**src/rtl/core/dlsw_pkg.sv**
```systemverilog
// ----------------------------------------------------------------------------
// dlsw_pkg: shared types and constants of the dual-lane stop-and-wait core
// Operation and result codes, the configuration bundle, the command that
// travels from the front end to the back end, and the result beat format.
// ----------------------------------------------------------------------------
package dlsw_pkg;

  localparam int QUEUE_DEPTH = 4;
  localparam int PTR_W       = 2;
  localparam int CNT_W       = 3;
  localparam int SEQ_W       = 7;
  localparam int RES_DEPTH   = 4;
  localparam int RES_PTR_W   = 2;
  localparam int RES_CNT_W   = 3;

  localparam logic [7:0]  LANE1_TYPE_MIN    = 8'h10;
  localparam logic [31:0] RESEND_TICKS_INIT = 32'd250;
  localparam logic [7:0]  RESUME_TYPE_INIT  = 8'd16;
  localparam logic [7:0]  DELAY_TYPE_INIT   = 8'd17;
  localparam logic [6:0]  HEADER_INIT       = 7'd6;

  typedef enum logic [2:0] {
    OP_TICK = 3'd0,
    OP_SEND = 3'd1,
    OP_ACK  = 3'd2,
    OP_DATA = 3'd3,
    OP_TAKE = 3'd4,
    OP_SRST = 3'd5
  } op_t;

  typedef enum logic [2:0] {
    KIND_STATUS = 3'd0,
    KIND_XMIT   = 3'd1,
    KIND_ACK    = 3'd2,
    KIND_INLINE = 3'd3,
    KIND_QUEUED = 3'd4,
    KIND_MSG    = 3'd5,
    KIND_EMPTY  = 3'd6
  } kind_t;

  typedef enum logic [2:0] {
    REG_ENABLE       = 3'd0,
    REG_RESEND_TICKS = 3'd1,
    REG_RESUME_TYPE  = 3'd2,
    REG_DELAY_TYPE   = 3'd3,
    REG_HEADER_BYTES = 3'd4
  } reg_idx_t;

  typedef struct packed {
    logic        enable;
    logic [31:0] resend_ticks;
    logic [7:0]  resume_type;
    logic [7:0]  delay_type;
    logic [6:0]  header_bytes;
  } cfg_t;

  typedef struct packed {
    op_t         op;
    logic        lane;
    logic [7:0]  msg_type;
    logic [15:0] msg_len;
    logic [7:0]  wire_seq;
    logic [15:0] max_len;
    logic        len_ok;
    logic        frame_ok;
    logic        inline_type;
  } cmd_t;

  typedef struct packed {
    kind_t       kind;
    logic        ok;
    logic        lane;
    logic [7:0]  wire_seq_res;
    logic [7:0]  msg_type_res;
    logic [15:0] msg_len_res;
    logic [1:0]  slot;
    logic [7:0]  resend_count;
    logic        last;
  } res_t;

  typedef struct packed {
    logic [1:0] n;
    res_t       r0;
    res_t       r1;
  } res_push_t;

  typedef struct packed {
    logic [RES_CNT_W-1:0] count;
    logic                 space;
  } res_stat_t;

  typedef struct packed {
    logic        fire;
    logic        sent;
    logic [31:0] elapsed;
    logic [7:0]  resends;
  } svc_t;

  // Resend decision for one lane; the elapsed count only advances on a tick.
  function automatic svc_t service(logic busy, logic sent, logic [31:0] el,
                                   logic [7:0] rs, logic tick, logic [31:0] rt);
    svc_t        s;
    logic [31:0] e;
    e = (tick && el != '1) ? el + 32'd1 : el;
    s.fire    = busy && !(sent && e < rt);
    s.sent    = sent;
    s.elapsed = busy ? e : el;
    s.resends = rs;
    if (s.fire) begin
      s.sent    = 1'b1;
      s.elapsed = '0;
      if (sent && rs != 8'hff) begin
        s.resends = rs + 8'd1;
      end
    end
    return s;
  endfunction

  function automatic res_t mk_res(kind_t kind, logic ok, logic lane, logic [7:0] seq,
                                  logic [7:0] mtype, logic [15:0] len, logic [1:0] slot,
                                  logic [7:0] rs);
    res_t r;
    r.kind         = kind;
    r.ok           = ok;
    r.lane         = lane;
    r.wire_seq_res = seq;
    r.msg_type_res = mtype;
    r.msg_len_res  = len;
    r.slot         = slot;
    r.resend_count = rs;
    r.last         = 1'b0;
    return r;
  endfunction

endpackage

```
**src/rtl/core/dlsw_in_if.sv**
```systemverilog
// ----------------------------------------------------------------------------
// dlsw_in_if: event channel into the stop-and-wait core
// Valid/ready channel carrying one event beat.
// ----------------------------------------------------------------------------
interface dlsw_in_if;
  logic        valid;
  logic        ready;
  logic [2:0]  op;
  logic [7:0]  msg_type;
  logic [15:0] msg_len;
  logic [7:0]  wire_seq;
  logic [15:0] frame_len;
  logic [15:0] max_len;

  modport source(output valid, op, msg_type, msg_len, wire_seq, frame_len, max_len,
                 input ready);
  modport sink(input valid, op, msg_type, msg_len, wire_seq, frame_len, max_len,
               output ready);
endinterface

```
**src/rtl/core/dlsw_out_if.sv**
```systemverilog
// ----------------------------------------------------------------------------
// dlsw_out_if: result channel out of the stop-and-wait core
// Valid/ready channel carrying one result beat.
// ----------------------------------------------------------------------------
interface dlsw_out_if;
  logic        valid;
  logic        ready;
  logic [2:0]  kind;
  logic        ok;
  logic        lane;
  logic [7:0]  wire_seq_res;
  logic [7:0]  msg_type_res;
  logic [15:0] msg_len_res;
  logic [1:0]  slot;
  logic [7:0]  resend_count;
  logic        last;

  modport source(output valid, kind, ok, lane, wire_seq_res, msg_type_res, msg_len_res,
                 slot, resend_count, last, input ready);
  modport sink(input valid, kind, ok, lane, wire_seq_res, msg_type_res, msg_len_res,
               slot, resend_count, last, output ready);
endinterface

```
**src/rtl/core/dlsw_front.sv**
```systemverilog
// ----------------------------------------------------------------------------
// dlsw_front: event intake and classification
// Accepts event beats, works out the lane and the stateless frame checks,
// and holds classified commands in a two-entry queue for the back end.
// ----------------------------------------------------------------------------
module dlsw_front #(
  parameter int MAX_PAYLOAD = 256
) (
  input  logic          clk,
  input  logic          rst_n,
  dlsw_in_if.sink       in_ch,
  input  dlsw_pkg::cfg_t cfg,
  output logic          cmd_valid,
  output dlsw_pkg::cmd_t cmd,
  input  logic          cmd_ready
);
  import dlsw_pkg::*;

  localparam logic [15:0] MAX_LEN = 16'(MAX_PAYLOAD);

  cmd_t       q_r [2];
  logic       wr_ptr_r, wr_ptr_nxt;
  logic       rd_ptr_r, rd_ptr_nxt;
  logic [1:0] cnt_r, cnt_nxt;
  cmd_t       cls;
  logic       push, pop;

  assign in_ch.ready = (cnt_r != 2'd2);
  // Ops without a meaning are taken and dropped here.
  assign push = in_ch.valid && in_ch.ready && (in_ch.op <= 3'(OP_SRST));
  assign cmd_valid = (cnt_r != 2'd0);
  assign pop  = cmd_valid && cmd_ready;
  assign cmd  = q_r[rd_ptr_r];

  always_comb begin
    cls.op          = op_t'(in_ch.op);
    cls.lane        = (in_ch.op == 3'(OP_SEND)) ? (in_ch.msg_type >= LANE1_TYPE_MIN)
                                                 : in_ch.wire_seq[7];
    cls.msg_type    = in_ch.msg_type;
    cls.msg_len     = in_ch.msg_len;
    cls.wire_seq    = in_ch.wire_seq;
    cls.max_len     = in_ch.max_len;
    cls.len_ok      = (in_ch.msg_len <= MAX_LEN);
    cls.frame_ok    = (in_ch.msg_len <= MAX_LEN) &&
                      ({1'b0, in_ch.frame_len} >=
                       ({1'b0, in_ch.msg_len} + {10'd0, cfg.header_bytes}));
    cls.inline_type = (in_ch.msg_type == cfg.resume_type) ||
                      (in_ch.msg_type == cfg.delay_type);
  end

  always_comb begin
    wr_ptr_nxt = push ? ~wr_ptr_r : wr_ptr_r;
    rd_ptr_nxt = pop ? ~rd_ptr_r : rd_ptr_r;
    cnt_nxt    = cnt_r + {1'b0, push} - {1'b0, pop};
  end

  always_ff @(posedge clk) begin
    if (!rst_n) begin
      wr_ptr_r <= 1'b0;
      rd_ptr_r <= 1'b0;
      cnt_r    <= 2'd0;
    end else begin
      wr_ptr_r <= wr_ptr_nxt;
      rd_ptr_r <= rd_ptr_nxt;
      cnt_r    <= cnt_nxt;
    end
  end

  always_ff @(posedge clk) begin
    if (push) begin
      q_r[wr_ptr_r] <= cls;
    end
  end

endmodule

```
**src/rtl/core/dlsw_back.sv**
```systemverilog
// ----------------------------------------------------------------------------
// dlsw_back: lane state and event execution
// Holds the transmit and receive queues and sequence state, executes one
// command per cycle while the result queue has room and hands up to two result beats to it.
// ----------------------------------------------------------------------------
module dlsw_back #(
  parameter int MAX_PAYLOAD  = 256,
  parameter int REACK_WINDOW = 8
) (
  input  logic               clk,
  input  logic               rst_n,
  input  dlsw_pkg::cfg_t     cfg,
  input  logic               cmd_valid,
  input  dlsw_pkg::cmd_t     cmd,
  output logic               cmd_ready,
  input  dlsw_pkg::res_stat_t res_stat,
  output dlsw_pkg::res_push_t res_push
);
  import dlsw_pkg::*;

  localparam int         LEN_W     = $clog2(MAX_PAYLOAD + 1);
  localparam logic [6:0] REACK_MIN = 7'(128 - REACK_WINDOW);

  logic [PTR_W-1:0] tx_head_r [2], tx_head_nxt [2];
  logic [CNT_W-1:0] tx_count_r [2], tx_count_nxt [2];
  logic [SEQ_W-1:0] tx_seq_r [2], tx_seq_nxt [2];
  logic             tx_sent_r [2], tx_sent_nxt [2];
  logic [31:0]      tx_elapsed_r [2], tx_elapsed_nxt [2];
  logic [7:0]       tx_resends_r [2], tx_resends_nxt [2];
  logic [SEQ_W-1:0] rx_expect_r [2], rx_expect_nxt [2];
  logic [PTR_W-1:0] rx_head_r, rx_head_nxt;
  logic [CNT_W-1:0] rx_count_r, rx_count_nxt;

  // Both queues shift toward entry 0, so entry 0 is always the head.
  logic [7:0]       txq_type_r [2][QUEUE_DEPTH], txq_type_nxt [2][QUEUE_DEPTH];
  logic [LEN_W-1:0] txq_len_r [2][QUEUE_DEPTH], txq_len_nxt [2][QUEUE_DEPTH];
  logic [7:0]       rxq_type_r [QUEUE_DEPTH], rxq_type_nxt [QUEUE_DEPTH];
  logic [LEN_W-1:0] rxq_len_r [QUEUE_DEPTH], rxq_len_nxt [QUEUE_DEPTH];

  logic       exec;
  logic [1:0] n_res;
  res_t       r0, r1;

  assign cmd_ready = res_stat.space;
  assign exec      = cmd_valid && cmd_ready;

  always_comb begin
    svc_t        s0, s1, sv;
    res_t        t1;
    logic        l, ok;
    logic [6:0]  dm;
    logic [7:0]  hd_type;
    logic [15:0] hd_len, clip;
    tx_head_nxt    = tx_head_r;
    tx_count_nxt   = tx_count_r;
    tx_seq_nxt     = tx_seq_r;
    tx_sent_nxt    = tx_sent_r;
    tx_elapsed_nxt = tx_elapsed_r;
    tx_resends_nxt = tx_resends_r;
    rx_expect_nxt  = rx_expect_r;
    rx_head_nxt    = rx_head_r;
    rx_count_nxt   = rx_count_r;
    txq_type_nxt   = txq_type_r;
    txq_len_nxt    = txq_len_r;
    rxq_type_nxt   = rxq_type_r;
    rxq_len_nxt    = rxq_len_r;
    n_res = 2'd0;
    r0    = '0;
    r1    = '0;
    l     = cmd.lane;
    ok    = 1'b0;
    dm    = cmd.wire_seq[6:0] - rx_expect_r[l];
    s0    = service(tx_count_r[0] != '0, tx_sent_r[0], tx_elapsed_r[0], tx_resends_r[0],
                    1'b1, cfg.resend_ticks);
    s1    = service(tx_count_r[1] != '0, tx_sent_r[1], tx_elapsed_r[1], tx_resends_r[1],
                    1'b1, cfg.resend_ticks);
    sv    = service(1'b1, tx_sent_r[l], tx_elapsed_r[l], tx_resends_r[l], 1'b0,
                    cfg.resend_ticks);
    t1    = '0;
    hd_type = (tx_count_r[l] == '0) ? cmd.msg_type : txq_type_r[l][0];
    hd_len  = (tx_count_r[l] == '0) ? cmd.msg_len : 16'(txq_len_r[l][0]);
    clip    = (16'(rxq_len_r[0]) > cmd.max_len) ? cmd.max_len : 16'(rxq_len_r[0]);

    case (cmd.op)
      OP_TICK: begin
        tx_sent_nxt[0]    = s0.sent;
        tx_elapsed_nxt[0] = s0.elapsed;
        tx_resends_nxt[0] = s0.resends;
        tx_sent_nxt[1]    = s1.sent;
        tx_elapsed_nxt[1] = s1.elapsed;
        tx_resends_nxt[1] = s1.resends;
        if (s0.fire) begin
          r0 = mk_res(KIND_XMIT, 1'b0, 1'b0, {1'b0, tx_seq_r[0]}, txq_type_r[0][0],
                      16'(txq_len_r[0][0]), tx_head_r[0], s0.resends);
        end
        t1 = mk_res(KIND_XMIT, 1'b0, 1'b1, {1'b1, tx_seq_r[1]}, txq_type_r[1][0],
                    16'(txq_len_r[1][0]), tx_head_r[1], s1.resends);
        if (s1.fire) begin
          if (s0.fire) begin
            r1 = t1;
          end else begin
            r0 = t1;
          end
        end
        n_res = {1'b0, s0.fire} + {1'b0, s1.fire};
      end
      OP_SEND: begin
        ok    = cfg.enable && cmd.len_ok && (tx_count_r[l] < CNT_W'(QUEUE_DEPTH));
        r0    = mk_res(KIND_STATUS, ok, l, 8'd0, 8'd0, 16'd0, 2'd0, 8'd0);
        n_res = 2'd1;
        if (ok) begin
          txq_type_nxt[l][tx_count_r[l][PTR_W-1:0]] = cmd.msg_type;
          txq_len_nxt[l][tx_count_r[l][PTR_W-1:0]]  = cmd.msg_len[LEN_W-1:0];
          tx_count_nxt[l]   = tx_count_r[l] + CNT_W'(1);
          tx_sent_nxt[l]    = sv.sent;
          tx_elapsed_nxt[l] = sv.elapsed;
          tx_resends_nxt[l] = sv.resends;
          if (sv.fire) begin
            // An empty queue means the new entry is the head being sent.
            r1 = mk_res(KIND_XMIT, 1'b0, l, {l, tx_seq_r[l]}, hd_type, hd_len,
                        tx_head_r[l], sv.resends);
            n_res = 2'd2;
          end
        end
      end
      OP_ACK: begin
        if (tx_count_r[l] != '0 && cmd.wire_seq[6:0] == tx_seq_r[l]) begin
          for (int i = 0; i < QUEUE_DEPTH - 1; i++) begin
            txq_type_nxt[l][i] = txq_type_r[l][i+1];
            txq_len_nxt[l][i]  = txq_len_r[l][i+1];
          end
          tx_head_nxt[l]    = tx_head_r[l] + PTR_W'(1);
          tx_count_nxt[l]   = tx_count_r[l] - CNT_W'(1);
          tx_seq_nxt[l]     = tx_seq_r[l] + SEQ_W'(1);
          tx_sent_nxt[l]    = 1'b0;
          tx_elapsed_nxt[l] = '0;
          tx_resends_nxt[l] = '0;
          if (tx_count_r[l] > CNT_W'(1)) begin
            r0 = mk_res(KIND_XMIT, 1'b0, l, {l, tx_seq_r[l] + SEQ_W'(1)}, txq_type_r[l][1],
                        16'(txq_len_r[l][1]), tx_head_r[l] + PTR_W'(1), 8'd0);
            tx_sent_nxt[l] = 1'b1;
            n_res = 2'd1;
          end
        end
      end
      OP_DATA: begin
        if (cmd.frame_ok) begin
          r1 = mk_res(KIND_ACK, 1'b0, l, cmd.wire_seq, 8'd0, 16'd0, 2'd0, 8'd0);
          if (dm == 7'd0) begin
            if (!l || cmd.inline_type) begin
              r0 = mk_res(KIND_INLINE, 1'b0, l, cmd.wire_seq, cmd.msg_type, cmd.msg_len,
                          2'd0, 8'd0);
              rx_expect_nxt[l] = rx_expect_r[l] + SEQ_W'(1);
              n_res = 2'd2;
            end else if (rx_count_r < CNT_W'(QUEUE_DEPTH)) begin
              rxq_type_nxt[rx_count_r[PTR_W-1:0]] = cmd.msg_type;
              rxq_len_nxt[rx_count_r[PTR_W-1:0]]  = cmd.msg_len[LEN_W-1:0];
              rx_count_nxt = rx_count_r + CNT_W'(1);
              r0 = mk_res(KIND_QUEUED, 1'b0, l, cmd.wire_seq, cmd.msg_type, cmd.msg_len,
                          rx_head_r + rx_count_r[PTR_W-1:0], 8'd0);
              rx_expect_nxt[l] = rx_expect_r[l] + SEQ_W'(1);
              n_res = 2'd2;
            end
          end else if (dm >= REACK_MIN) begin
            // A frame a little behind the expected one is acked again.
            r0    = r1;
            n_res = 2'd1;
          end
        end
      end
      OP_TAKE: begin
        n_res = 2'd1;
        if (rx_count_r == '0) begin
          r0 = mk_res(KIND_EMPTY, 1'b0, 1'b1, 8'd0, 8'd0, 16'd0, 2'd0, 8'd0);
        end else begin
          r0 = mk_res(KIND_MSG, 1'b0, 1'b1, 8'd0, rxq_type_r[0], clip, rx_head_r, 8'd0);
          for (int i = 0; i < QUEUE_DEPTH - 1; i++) begin
            rxq_type_nxt[i] = rxq_type_r[i+1];
            rxq_len_nxt[i]  = rxq_len_r[i+1];
          end
          rx_head_nxt  = rx_head_r + PTR_W'(1);
          rx_count_nxt = rx_count_r - CNT_W'(1);
        end
      end
      OP_SRST: begin
        for (int j = 0; j < 2; j++) begin
          tx_head_nxt[j]    = '0;
          tx_count_nxt[j]   = '0;
          tx_seq_nxt[j]     = '0;
          tx_sent_nxt[j]    = 1'b0;
          tx_elapsed_nxt[j] = '0;
          tx_resends_nxt[j] = '0;
          rx_expect_nxt[j]  = '0;
        end
        rx_head_nxt  = '0;
        rx_count_nxt = '0;
      end
      default: begin
        n_res = 2'd0;
      end
    endcase

    if (n_res == 2'd1) begin
      r0.last = 1'b1;
    end
    if (n_res == 2'd2) begin
      r1.last = 1'b1;
    end
  end

  always_comb begin
    res_push.n  = exec ? n_res : 2'd0;
    res_push.r0 = r0;
    res_push.r1 = r1;
  end

  always_ff @(posedge clk) begin
    if (!rst_n) begin
      for (int j = 0; j < 2; j++) begin
        tx_head_r[j]    <= '0;
        tx_count_r[j]   <= '0;
        tx_seq_r[j]     <= '0;
        tx_sent_r[j]    <= 1'b0;
        tx_elapsed_r[j] <= '0;
        tx_resends_r[j] <= '0;
        rx_expect_r[j]  <= '0;
      end
      rx_head_r  <= '0;
      rx_count_r <= '0;
    end else if (exec) begin
      tx_head_r    <= tx_head_nxt;
      tx_count_r   <= tx_count_nxt;
      tx_seq_r     <= tx_seq_nxt;
      tx_sent_r    <= tx_sent_nxt;
      tx_elapsed_r <= tx_elapsed_nxt;
      tx_resends_r <= tx_resends_nxt;
      rx_expect_r  <= rx_expect_nxt;
      rx_head_r    <= rx_head_nxt;
      rx_count_r   <= rx_count_nxt;
    end
  end

  always_ff @(posedge clk) begin
    if (exec) begin
      txq_type_r <= txq_type_nxt;
      txq_len_r  <= txq_len_nxt;
      rxq_type_r <= rxq_type_nxt;
      rxq_len_r  <= rxq_len_nxt;
    end
  end

endmodule

```
**src/rtl/core/dlsw_res_fifo.sv**
```systemverilog
// ----------------------------------------------------------------------------
// dlsw_res_fifo: result queue
// Takes up to two result beats per cycle from the back end and presents
// them one beat at a time on the result channel.
// ----------------------------------------------------------------------------
module dlsw_res_fifo (
  input  logic                clk,
  input  logic                rst_n,
  input  dlsw_pkg::res_push_t res_push,
  output dlsw_pkg::res_stat_t res_stat,
  dlsw_out_if.source          out_ch
);
  import dlsw_pkg::*;

  res_t                 mem_r [RES_DEPTH];
  logic [RES_PTR_W-1:0] wr_ptr_r, wr_ptr_nxt;
  logic [RES_PTR_W-1:0] rd_ptr_r, rd_ptr_nxt;
  logic [RES_CNT_W-1:0] cnt_r, cnt_nxt;
  logic                 pop;
  res_t                 head;

  assign head         = mem_r[rd_ptr_r];
  assign out_ch.valid = (cnt_r != '0);
  assign pop          = out_ch.valid && out_ch.ready;

  assign out_ch.kind         = 3'(head.kind);
  assign out_ch.ok           = head.ok;
  assign out_ch.lane         = head.lane;
  assign out_ch.wire_seq_res = head.wire_seq_res;
  assign out_ch.msg_type_res = head.msg_type_res;
  assign out_ch.msg_len_res  = head.msg_len_res;
  assign out_ch.slot         = head.slot;
  assign out_ch.resend_count = head.resend_count;
  assign out_ch.last         = head.last;

  // Room for a full pair is judged on the registered count alone.
  assign res_stat.count = cnt_r;
  assign res_stat.space = (cnt_r <= RES_CNT_W'(RES_DEPTH - 2));

  always_comb begin
    wr_ptr_nxt = wr_ptr_r + RES_PTR_W'(res_push.n);
    rd_ptr_nxt = rd_ptr_r + RES_PTR_W'(pop);
    cnt_nxt    = cnt_r + RES_CNT_W'(res_push.n) - RES_CNT_W'(pop);
  end

  always_ff @(posedge clk) begin
    if (!rst_n) begin
      wr_ptr_r <= '0;
      rd_ptr_r <= '0;
      cnt_r    <= '0;
    end else begin
      wr_ptr_r <= wr_ptr_nxt;
      rd_ptr_r <= rd_ptr_nxt;
      cnt_r    <= cnt_nxt;
    end
  end

  always_ff @(posedge clk) begin
    if (res_push.n != 2'd0) begin
      mem_r[wr_ptr_r] <= res_push.r0;
    end
    if (res_push.n == 2'd2) begin
      mem_r[wr_ptr_r + RES_PTR_W'(1)] <= res_push.r1;
    end
  end

endmodule

```
**src/rtl/core/dual_lane_stop_and_wait_arq_core.sv**
```systemverilog
// ----------------------------------------------------------------------------
// dual_lane_stop_and_wait_arq_core: two-lane stop-and-wait reliable channel
// Event beats enter on in_ch (tick, send, ack, data frame, take, session
// reset). Result beats leave on out_ch; each event yields zero, one or two
// beats, and the final beat of an event has last set.
// Configuration is written through cfg_we/cfg_index/cfg_wdata; the user must
// write it only while the block is idle, which the block does not enforce.
// Writes to unused indexes are ignored. An accepted event beat is registered
// in the command queue and its result beats in the result queue before they
// are valid on out_ch. The back end executes one event per cycle when the
// result queue has room for two beats; the result port drains one beat per
// cycle while out_ch.ready is high.
// A two-entry command queue keeps in_ch ready while the receiver stalls;
// the back end waits once the four-beat result queue holds three or more
// beats, and when the command queue is full as well, in_ch.ready drops.
// Reset clears all lane state and both queues and loads the register
// defaults; queue payload stores are not cleared, as an entry is only read
// after it has been written.
// ----------------------------------------------------------------------------
module dual_lane_stop_and_wait_arq_core #(
  parameter int MAX_PAYLOAD  = 256,
  parameter int REACK_WINDOW = 8
) (
  input  logic        clk,
  input  logic        rst_n,
  input  logic        cfg_we,
  input  logic [2:0]  cfg_index,
  input  logic [31:0] cfg_wdata,
  dlsw_in_if.sink     in_ch,
  dlsw_out_if.source  out_ch
);
  import dlsw_pkg::*;

  cfg_t      cfg_r, cfg_nxt;
  logic      cmd_valid, cmd_ready;
  cmd_t      cmd;
  res_push_t res_push;
  res_stat_t res_stat;

  always_comb begin
    cfg_nxt = cfg_r;
    if (cfg_we) begin
      case (cfg_index)
        REG_ENABLE:       cfg_nxt.enable       = cfg_wdata[0];
        REG_RESEND_TICKS: cfg_nxt.resend_ticks = cfg_wdata;
        REG_RESUME_TYPE:  cfg_nxt.resume_type  = cfg_wdata[7:0];
        REG_DELAY_TYPE:   cfg_nxt.delay_type   = cfg_wdata[7:0];
        REG_HEADER_BYTES: cfg_nxt.header_bytes = cfg_wdata[6:0];
        default:          cfg_nxt = cfg_r;
      endcase
    end
  end

  always_ff @(posedge clk) begin
    if (!rst_n) begin
      cfg_r.enable       <= 1'b0;
      cfg_r.resend_ticks <= RESEND_TICKS_INIT;
      cfg_r.resume_type  <= RESUME_TYPE_INIT;
      cfg_r.delay_type   <= DELAY_TYPE_INIT;
      cfg_r.header_bytes <= HEADER_INIT;
    end else begin
      cfg_r <= cfg_nxt;
    end
  end

  dlsw_front #(
    .MAX_PAYLOAD(MAX_PAYLOAD)
  ) u_front (
    .clk       (clk),
    .rst_n     (rst_n),
    .in_ch     (in_ch),
    .cfg       (cfg_r),
    .cmd_valid (cmd_valid),
    .cmd       (cmd),
    .cmd_ready (cmd_ready)
  );

  dlsw_back #(
    .MAX_PAYLOAD (MAX_PAYLOAD),
    .REACK_WINDOW(REACK_WINDOW)
  ) u_back (
    .clk       (clk),
    .rst_n     (rst_n),
    .cfg       (cfg_r),
    .cmd_valid (cmd_valid),
    .cmd       (cmd),
    .cmd_ready (cmd_ready),
    .res_stat  (res_stat),
    .res_push  (res_push)
  );

  dlsw_res_fifo u_res_fifo (
    .clk      (clk),
    .rst_n    (rst_n),
    .res_push (res_push),
    .res_stat (res_stat),
    .out_ch   (out_ch)
  );

  // The result queue never holds more beats than it has entries.
  a_res_no_overflow: assert property (@(posedge clk) disable iff (!rst_n)
    res_stat.count <= RES_CNT_W'(RES_DEPTH))
    else $error("result queue overflow");

  // A command the back end cannot take stays pending for the next cycle.
  a_cmd_held: assert property (@(posedge clk) disable iff (!rst_n)
    (cmd_valid && !cmd_ready) |=> cmd_valid)
    else $error("stalled command lost");

  // Results are only pushed when the queue has room for a full pair.
  a_push_room: assert property (@(posedge clk) disable iff (!rst_n)
    (res_push.n != 2'd0) |-> res_stat.space)
    else $error("result push without room");

  // Coming out of reset no result beat is offered.
  a_reset_quiet: assert property (@(posedge clk)
    $rose(rst_n) |-> !out_ch.valid)
    else $error("result valid right after reset");

endmodule
```
**src/flat_wrapper.sv**
```systemverilog
// flat-port wrapper written by rule: the top's interface ports become plain ports
module dual_lane_stop_and_wait_arq_core_flat import dlsw_pkg::*;
#(
  parameter int MAX_PAYLOAD  = 256,
  parameter int REACK_WINDOW = 8
)
  (clk, rst_n, cfg_we, cfg_index, cfg_wdata, in_ch_valid, in_ch_op, in_ch_msg_type, in_ch_msg_len, in_ch_wire_seq, in_ch_frame_len, in_ch_max_len, in_ch_ready, out_ch_valid, out_ch_kind, out_ch_ok, out_ch_lane, out_ch_wire_seq_res, out_ch_msg_type_res, out_ch_msg_len_res, out_ch_slot, out_ch_resend_count, out_ch_last, out_ch_ready);
  dlsw_in_if in_ch_i ();
  dlsw_out_if out_ch_i ();
  input  logic clk;
  input  logic rst_n;
  input  logic cfg_we;
  input  logic [2:0] cfg_index;
  input  logic [31:0] cfg_wdata;
  input wire logic [$bits(in_ch_i.valid)-1:0] in_ch_valid;
  input wire logic [$bits(in_ch_i.op)-1:0] in_ch_op;
  input wire logic [$bits(in_ch_i.msg_type)-1:0] in_ch_msg_type;
  input wire logic [$bits(in_ch_i.msg_len)-1:0] in_ch_msg_len;
  input wire logic [$bits(in_ch_i.wire_seq)-1:0] in_ch_wire_seq;
  input wire logic [$bits(in_ch_i.frame_len)-1:0] in_ch_frame_len;
  input wire logic [$bits(in_ch_i.max_len)-1:0] in_ch_max_len;
  output wire logic [$bits(in_ch_i.ready)-1:0] in_ch_ready;
  output wire logic [$bits(out_ch_i.valid)-1:0] out_ch_valid;
  output wire logic [$bits(out_ch_i.kind)-1:0] out_ch_kind;
  output wire logic [$bits(out_ch_i.ok)-1:0] out_ch_ok;
  output wire logic [$bits(out_ch_i.lane)-1:0] out_ch_lane;
  output wire logic [$bits(out_ch_i.wire_seq_res)-1:0] out_ch_wire_seq_res;
  output wire logic [$bits(out_ch_i.msg_type_res)-1:0] out_ch_msg_type_res;
  output wire logic [$bits(out_ch_i.msg_len_res)-1:0] out_ch_msg_len_res;
  output wire logic [$bits(out_ch_i.slot)-1:0] out_ch_slot;
  output wire logic [$bits(out_ch_i.resend_count)-1:0] out_ch_resend_count;
  output wire logic [$bits(out_ch_i.last)-1:0] out_ch_last;
  input wire logic [$bits(out_ch_i.ready)-1:0] out_ch_ready;
  assign in_ch_i.valid = in_ch_valid;
  assign in_ch_i.op = in_ch_op;
  assign in_ch_i.msg_type = in_ch_msg_type;
  assign in_ch_i.msg_len = in_ch_msg_len;
  assign in_ch_i.wire_seq = in_ch_wire_seq;
  assign in_ch_i.frame_len = in_ch_frame_len;
  assign in_ch_i.max_len = in_ch_max_len;
  assign in_ch_ready = in_ch_i.ready;
  assign out_ch_valid = out_ch_i.valid;
  assign out_ch_kind = out_ch_i.kind;
  assign out_ch_ok = out_ch_i.ok;
  assign out_ch_lane = out_ch_i.lane;
  assign out_ch_wire_seq_res = out_ch_i.wire_seq_res;
  assign out_ch_msg_type_res = out_ch_i.msg_type_res;
  assign out_ch_msg_len_res = out_ch_i.msg_len_res;
  assign out_ch_slot = out_ch_i.slot;
  assign out_ch_resend_count = out_ch_i.resend_count;
  assign out_ch_last = out_ch_i.last;
  assign out_ch_i.ready = out_ch_ready;
  dual_lane_stop_and_wait_arq_core #(.MAX_PAYLOAD(MAX_PAYLOAD), .REACK_WINDOW(REACK_WINDOW)) u_core (.clk(clk), .rst_n(rst_n), .cfg_we(cfg_we), .cfg_index(cfg_index), .cfg_wdata(cfg_wdata), .in_ch(in_ch_i), .out_ch(out_ch_i));
endmodule
```
**config.mk**
```make
export PLATFORM = sky130hd
export DESIGN_NAME = dual_lane_stop_and_wait_arq_core_flat
export DESIGN_NICKNAME = d
export VERILOG_FILES = /design/src/rtl/core/dlsw_pkg.sv /design/src/rtl/core/dlsw_in_if.sv /design/src/rtl/core/dlsw_out_if.sv /design/src/rtl/core/dlsw_front.sv /design/src/rtl/core/dlsw_back.sv /design/src/rtl/core/dlsw_res_fifo.sv /design/src/rtl/core/dual_lane_stop_and_wait_arq_core.sv /design/src/flat_wrapper.sv
export SDC_FILE = /design/constraint.sdc
export NUM_CORES = 2
export LEC_CHECK = 0
export BUFFER_PORTS_ARGS = -buffer_cell sky130_fd_sc_hd__buf_2
export CORE_MARGIN = 2
export CORE_UTILIZATION = 25
export DETAILED_ROUTE_END_ITERATION = 16
export GPL_TIMING_DRIVEN = 0
export PLACE_DENSITY = 0.36
export SLEW_MARGIN = 20
export SYNTH_ARGS = -nofsm -noshare
export SYNTH_HDL_FRONTEND = slang
export SYNTH_SLANG_ARGS = --single-unit
```
**constraint.sdc**
```tcl
create_clock -name clk -period 15.5 [get_ports clk]
set_input_delay 0 -clock clk [delete_from_list [all_inputs] [get_ports clk]]
set_output_delay 0 -clock clk [all_outputs]
set_load 0.005 [all_outputs]
```
==> impl_metrics.csv <==
group,metric,value,unit
floorplan,core_region_area,0.149,mm2
setup_path,slowest_delay,0.81,ns
yosys,ys_types,91,
yosys,synthSimpleGateAreaFrac,15.6,%
yosys,synth-edff-count,498,
yosys,synth_top_area_share,39.9,%
yosys,synthMuxAreaShare,5.60,%
outcome,status,"complete, no violations",
layout,fill_cells,15700,
placement,gp_congestion,0.875,
power_and_ir_drop,swShare,32.9,%
global_route,grt_overflow,0,
job,cap_violations,0,
power_and_ir_drop,power,5.71,mW
route,drtAntennaViolNets,0,
power_and_ir_drop,seqPwrFrac,38.2,%
power_and_ir_drop,powerDensity,127,mW/mm2
yosys,synth_top_family_by_area,"compound AO/OA/AOI/OAI gates",
clock_tree,cts_tree,"built",
yosys,async_flop_share,0,%
timing,finalCritPeriodShare,62.8,%
timing,finalHoldViolCount,0,
yosys,syn-num-nets,4012,
layout,final_area,0.0451,mm2
power_and_ir_drop,p_sw,1.88,mW
timing,slew_violations,0,
setup_path,critPathKind,"flop to flop",
timing,fin_skew,0.0337,ns
layout,drive_gt1_share,11.1,%
clock_tree,postCtsSetupBuffers,0,
yosys,ys_ff_latch,699,
floorplan,die_h,391,um
yosys,synth_fa_ha_area_share,5.31,%
clock_tree,clockBufferDepth,3,
timing,rsz0062_at_grt,"no",
route,viasPerCell,4.96,
global_route,grt_usage,18.7,%
timing,fin_setup_tns,0,ns
placement,place_area,0.0410,mm2
layout,syn_to_final_growth,20.4,%
hold_path,min_path_type,"input port to flop",
route,routedWlPerCell,23.7,um
timing,slew_headroom,15.4,%
yosys,syn_inst,3748,
power_and_ir_drop,p_int,3.83,mW
clock_tree,clockRootBuffer,"clkbuf_16",
timing,whs,0.0495,ns
timing,worst_pin_slew,1.23,ns
clock_tree,cts_buffers,89,
setup_path,crit_slowest_cell,"o21ai_0",
placement,hpwl,112,mm
placement,portBuffers,155,
setup_path,crit_path_end_kind,"flop",
power_and_ir_drop,pwr-share-clk,37.8,%
power_and_ir_drop,combPwrFrac,24.0,%
placement,dp.cells,5865,
clock_tree,clk_latency,0.70,ns
timing,finalSetupViolations,0,
clock_tree,path_clk_slew,0.06,ns
timing,timing.final.crit_period,9.73,ns
yosys,synth.avg_cell_area,9.99,um2
route,dr.pass1.iters,5,
setup_path,start_kind,"flop",
yosys,synth.cell_area,0.0374,mm2
setup_path,cp.required,15.86,ns
clock_tree,cts.sinks,699,
layout,final_cell_mix,"nand2_1 (683), edfxtp_1 (498), a21oi_1 (340)",
route,drt_iter0_markers,2255,
floorplan,start_util,25.1,%
yosys,synth_top_cell_by_area,"edfxtp_1",
layout,final_common_cell,"nand2_1",
route,drc,0,
setup_path,crit_chain,"buf_6, mux2i_4, buf_6, buf_2, clkbuf_1, clkbuf_1, buf_1, buf_1, nand2_1, nand2_1, ha_1, nand3_1, nor4_1, nand4_1, o21ai_0, o31a_1, buf_2, a21oi_4, nand4b_4, nand2_1, clkbuf_1, nand2_4, buf_12",
yosys,yosys_most_used_dff,"edfxtp_1",
floorplan,core.rowCount,142,
global_route,grt_pass1_vias,30100,
layout,fin_cells,6141,
yosys,ys.warnings.count,0,
yosys,synth_xor_area_share,3.37,%
yosys,synthTopCellsByArea,"edfxtp_1 (40%), dfxtp_1 (11%), nand2_1 (6.9%)",
route,dr_total_vias,30500,
yosys,ys_seq_area_share,50.7,%
clock_tree,cts-htree-levels,3,
global_route,grt_start_max_net_pins,31,
floorplan,io_pins,157,
global_route,grt_pass1_wl,210,mm
floorplan,die_width,391,um
yosys,synth_compound_area_share,15.9,%
timing,fmax,103,MHz
layout,layout.nets,4385,
floorplan,dieArea,0.153,mm2
power_and_ir_drop,peakVddDrop,71.2,uV
setup_path,cp_max_fo,27,
route,wirelength,146,mm
power_and_ir_drop,leakagePower,15.4,nW
global_route,antenna_found_initial,5,
setup_path,arrival,10.08,ns
==> cell usage after synthesis (all sizes together), types with 14 or more instances <==
cell type  instances
nor3              45
buf               85
a221oi            28
nor2             272
o211ai            14
a21oi            345
inv               92
xnor2             95
a31oi             18
a211oi            15
nand2            688
or3               18
dfxtp            201
nand4             60
ha               154
a22oi             45
o21a              17
and3              32
o22ai             93
and2              28
o21ai            206
nor4              16
clkbuf           143
mux4              48
a22o              78
edfxtp           498
mux2i             85
nand2b            15
xor2              49
nand3             95
==> power groups by stage <==
stage	registers, mW	logic (mW)	clock network, mW
2_1_floorplan	2.20	0.784	0
3_3_place_gp	2.23	1.34	0
3_5_place_dp	2.22	1.36	0
4_1_cts	2.18	1.38	2.22
5_1_grt	2.19	1.49	2.28
6_report	2.18	1.37	2.16
==> final timing paths <==
kind	slack, ns	cells past startpoint	to	from
worst max register to register	5.77	23	u_core.u_res_fifo.mem_r[0][9]$_DFFE_PP_	flop
worst min-delay path	0.05	2	u_core.u_front.q_r[1][21]$_DFFE_PP_	in_ch_wire_seq[2]
worst min register to register	0.45	2	u_core.cfg_r[36]$_SDFFE_PN0P_	u_core.cfg_r[36]$_SDFFE_PN0P_
worst max-delay path	5.77	23	u_core.u_res_fifo.mem_r[0][9]$_DFFE_PP_	flop
==> final cells by class <==
cell class | count | area (um2) | area share [%]
Clock buffer | 114 | 2370 | 5.26
Inverter | 92 | 345 | 0.766
Clock inverter | 51 | 599 | 1.33
Timing Repair Buffer | 282 | 2120 | 4.70
Multi-Input combinational cell | 2729 | 17200 | 38.3
Sequential cell | 699 | 19000 | 42.1
Tap cell | 1944 | 2430 | 5.40
Antenna cell | 2 | 5.00 | 0.0111
Buffer | 228 | 980 | 2.17
==> what timing repair did <==
action,4_1_cts,5_1_grt
gates resized for setup,0,0
endpoints found under the hold margin,168,0
hold buffers,108,0
setup endpoints to repair,0,0
==> metrics by stage <==
step,util [%],setup WS [ns]
finish,30.2,5.77
floorplan,-,8.38
CTS,30.2,5.82
detailed placement,27.5,5.87
global route,30.2,5.59
global placement,27.2,4.20
==> layer usage <==
metal  global-route usage (%)  share of wire, %  up-vias
met5                        0                 0        -
met4                     4.70               2.3        0
met3                     3.32               5.3      173
met2                     29.0                44      865
met1                     26.7                48    14800
li1                         -                 -    14600
==> state kept, by name, indices dropped and copies added, names as in the netlist, 6 cells and up, named ones only <==
signal	count
u_core.u_back.txq_type_r	64
u_core.u_back.tx_resends_r	16
u_core.u_back.rxq_len_r	36
u_core.u_front.q_r	110
u_core.u_back.tx_seq_r	14
u_core.u_back.txq_len_r	72
u_core.u_res_fifo.mem_r	192
u_core.u_back.tx_elapsed_r	64
u_core.u_back.rxq_type_r	32
u_core.u_back.tx_count_r	6
u_core.cfg_r	56
u_core.u_back.rx_expect_r	14
==> critical path: cells and delay by family (launching register included) <==
kind / cells / cell delay [ns]
AO/OA/AOI/OAI: 3 / 1.23
adder cells (fa/ha/maj): 1 / 0.17
buffers and inverters: 10 / 4.71
flip-flops: 1 / 0.32
multiplexers: 1 / 0.59
AND/OR/NAND/NOR: 8 / 2.25
==> cells by family after synthesis <==
group,after synthesis
mux,145
xor+xnor,144
compound gates,958
buf+inv,320
simple gates,1325
fa+ha+maj,157
flops,699
No activity file was read; power rests on OpenSTA's default activity.
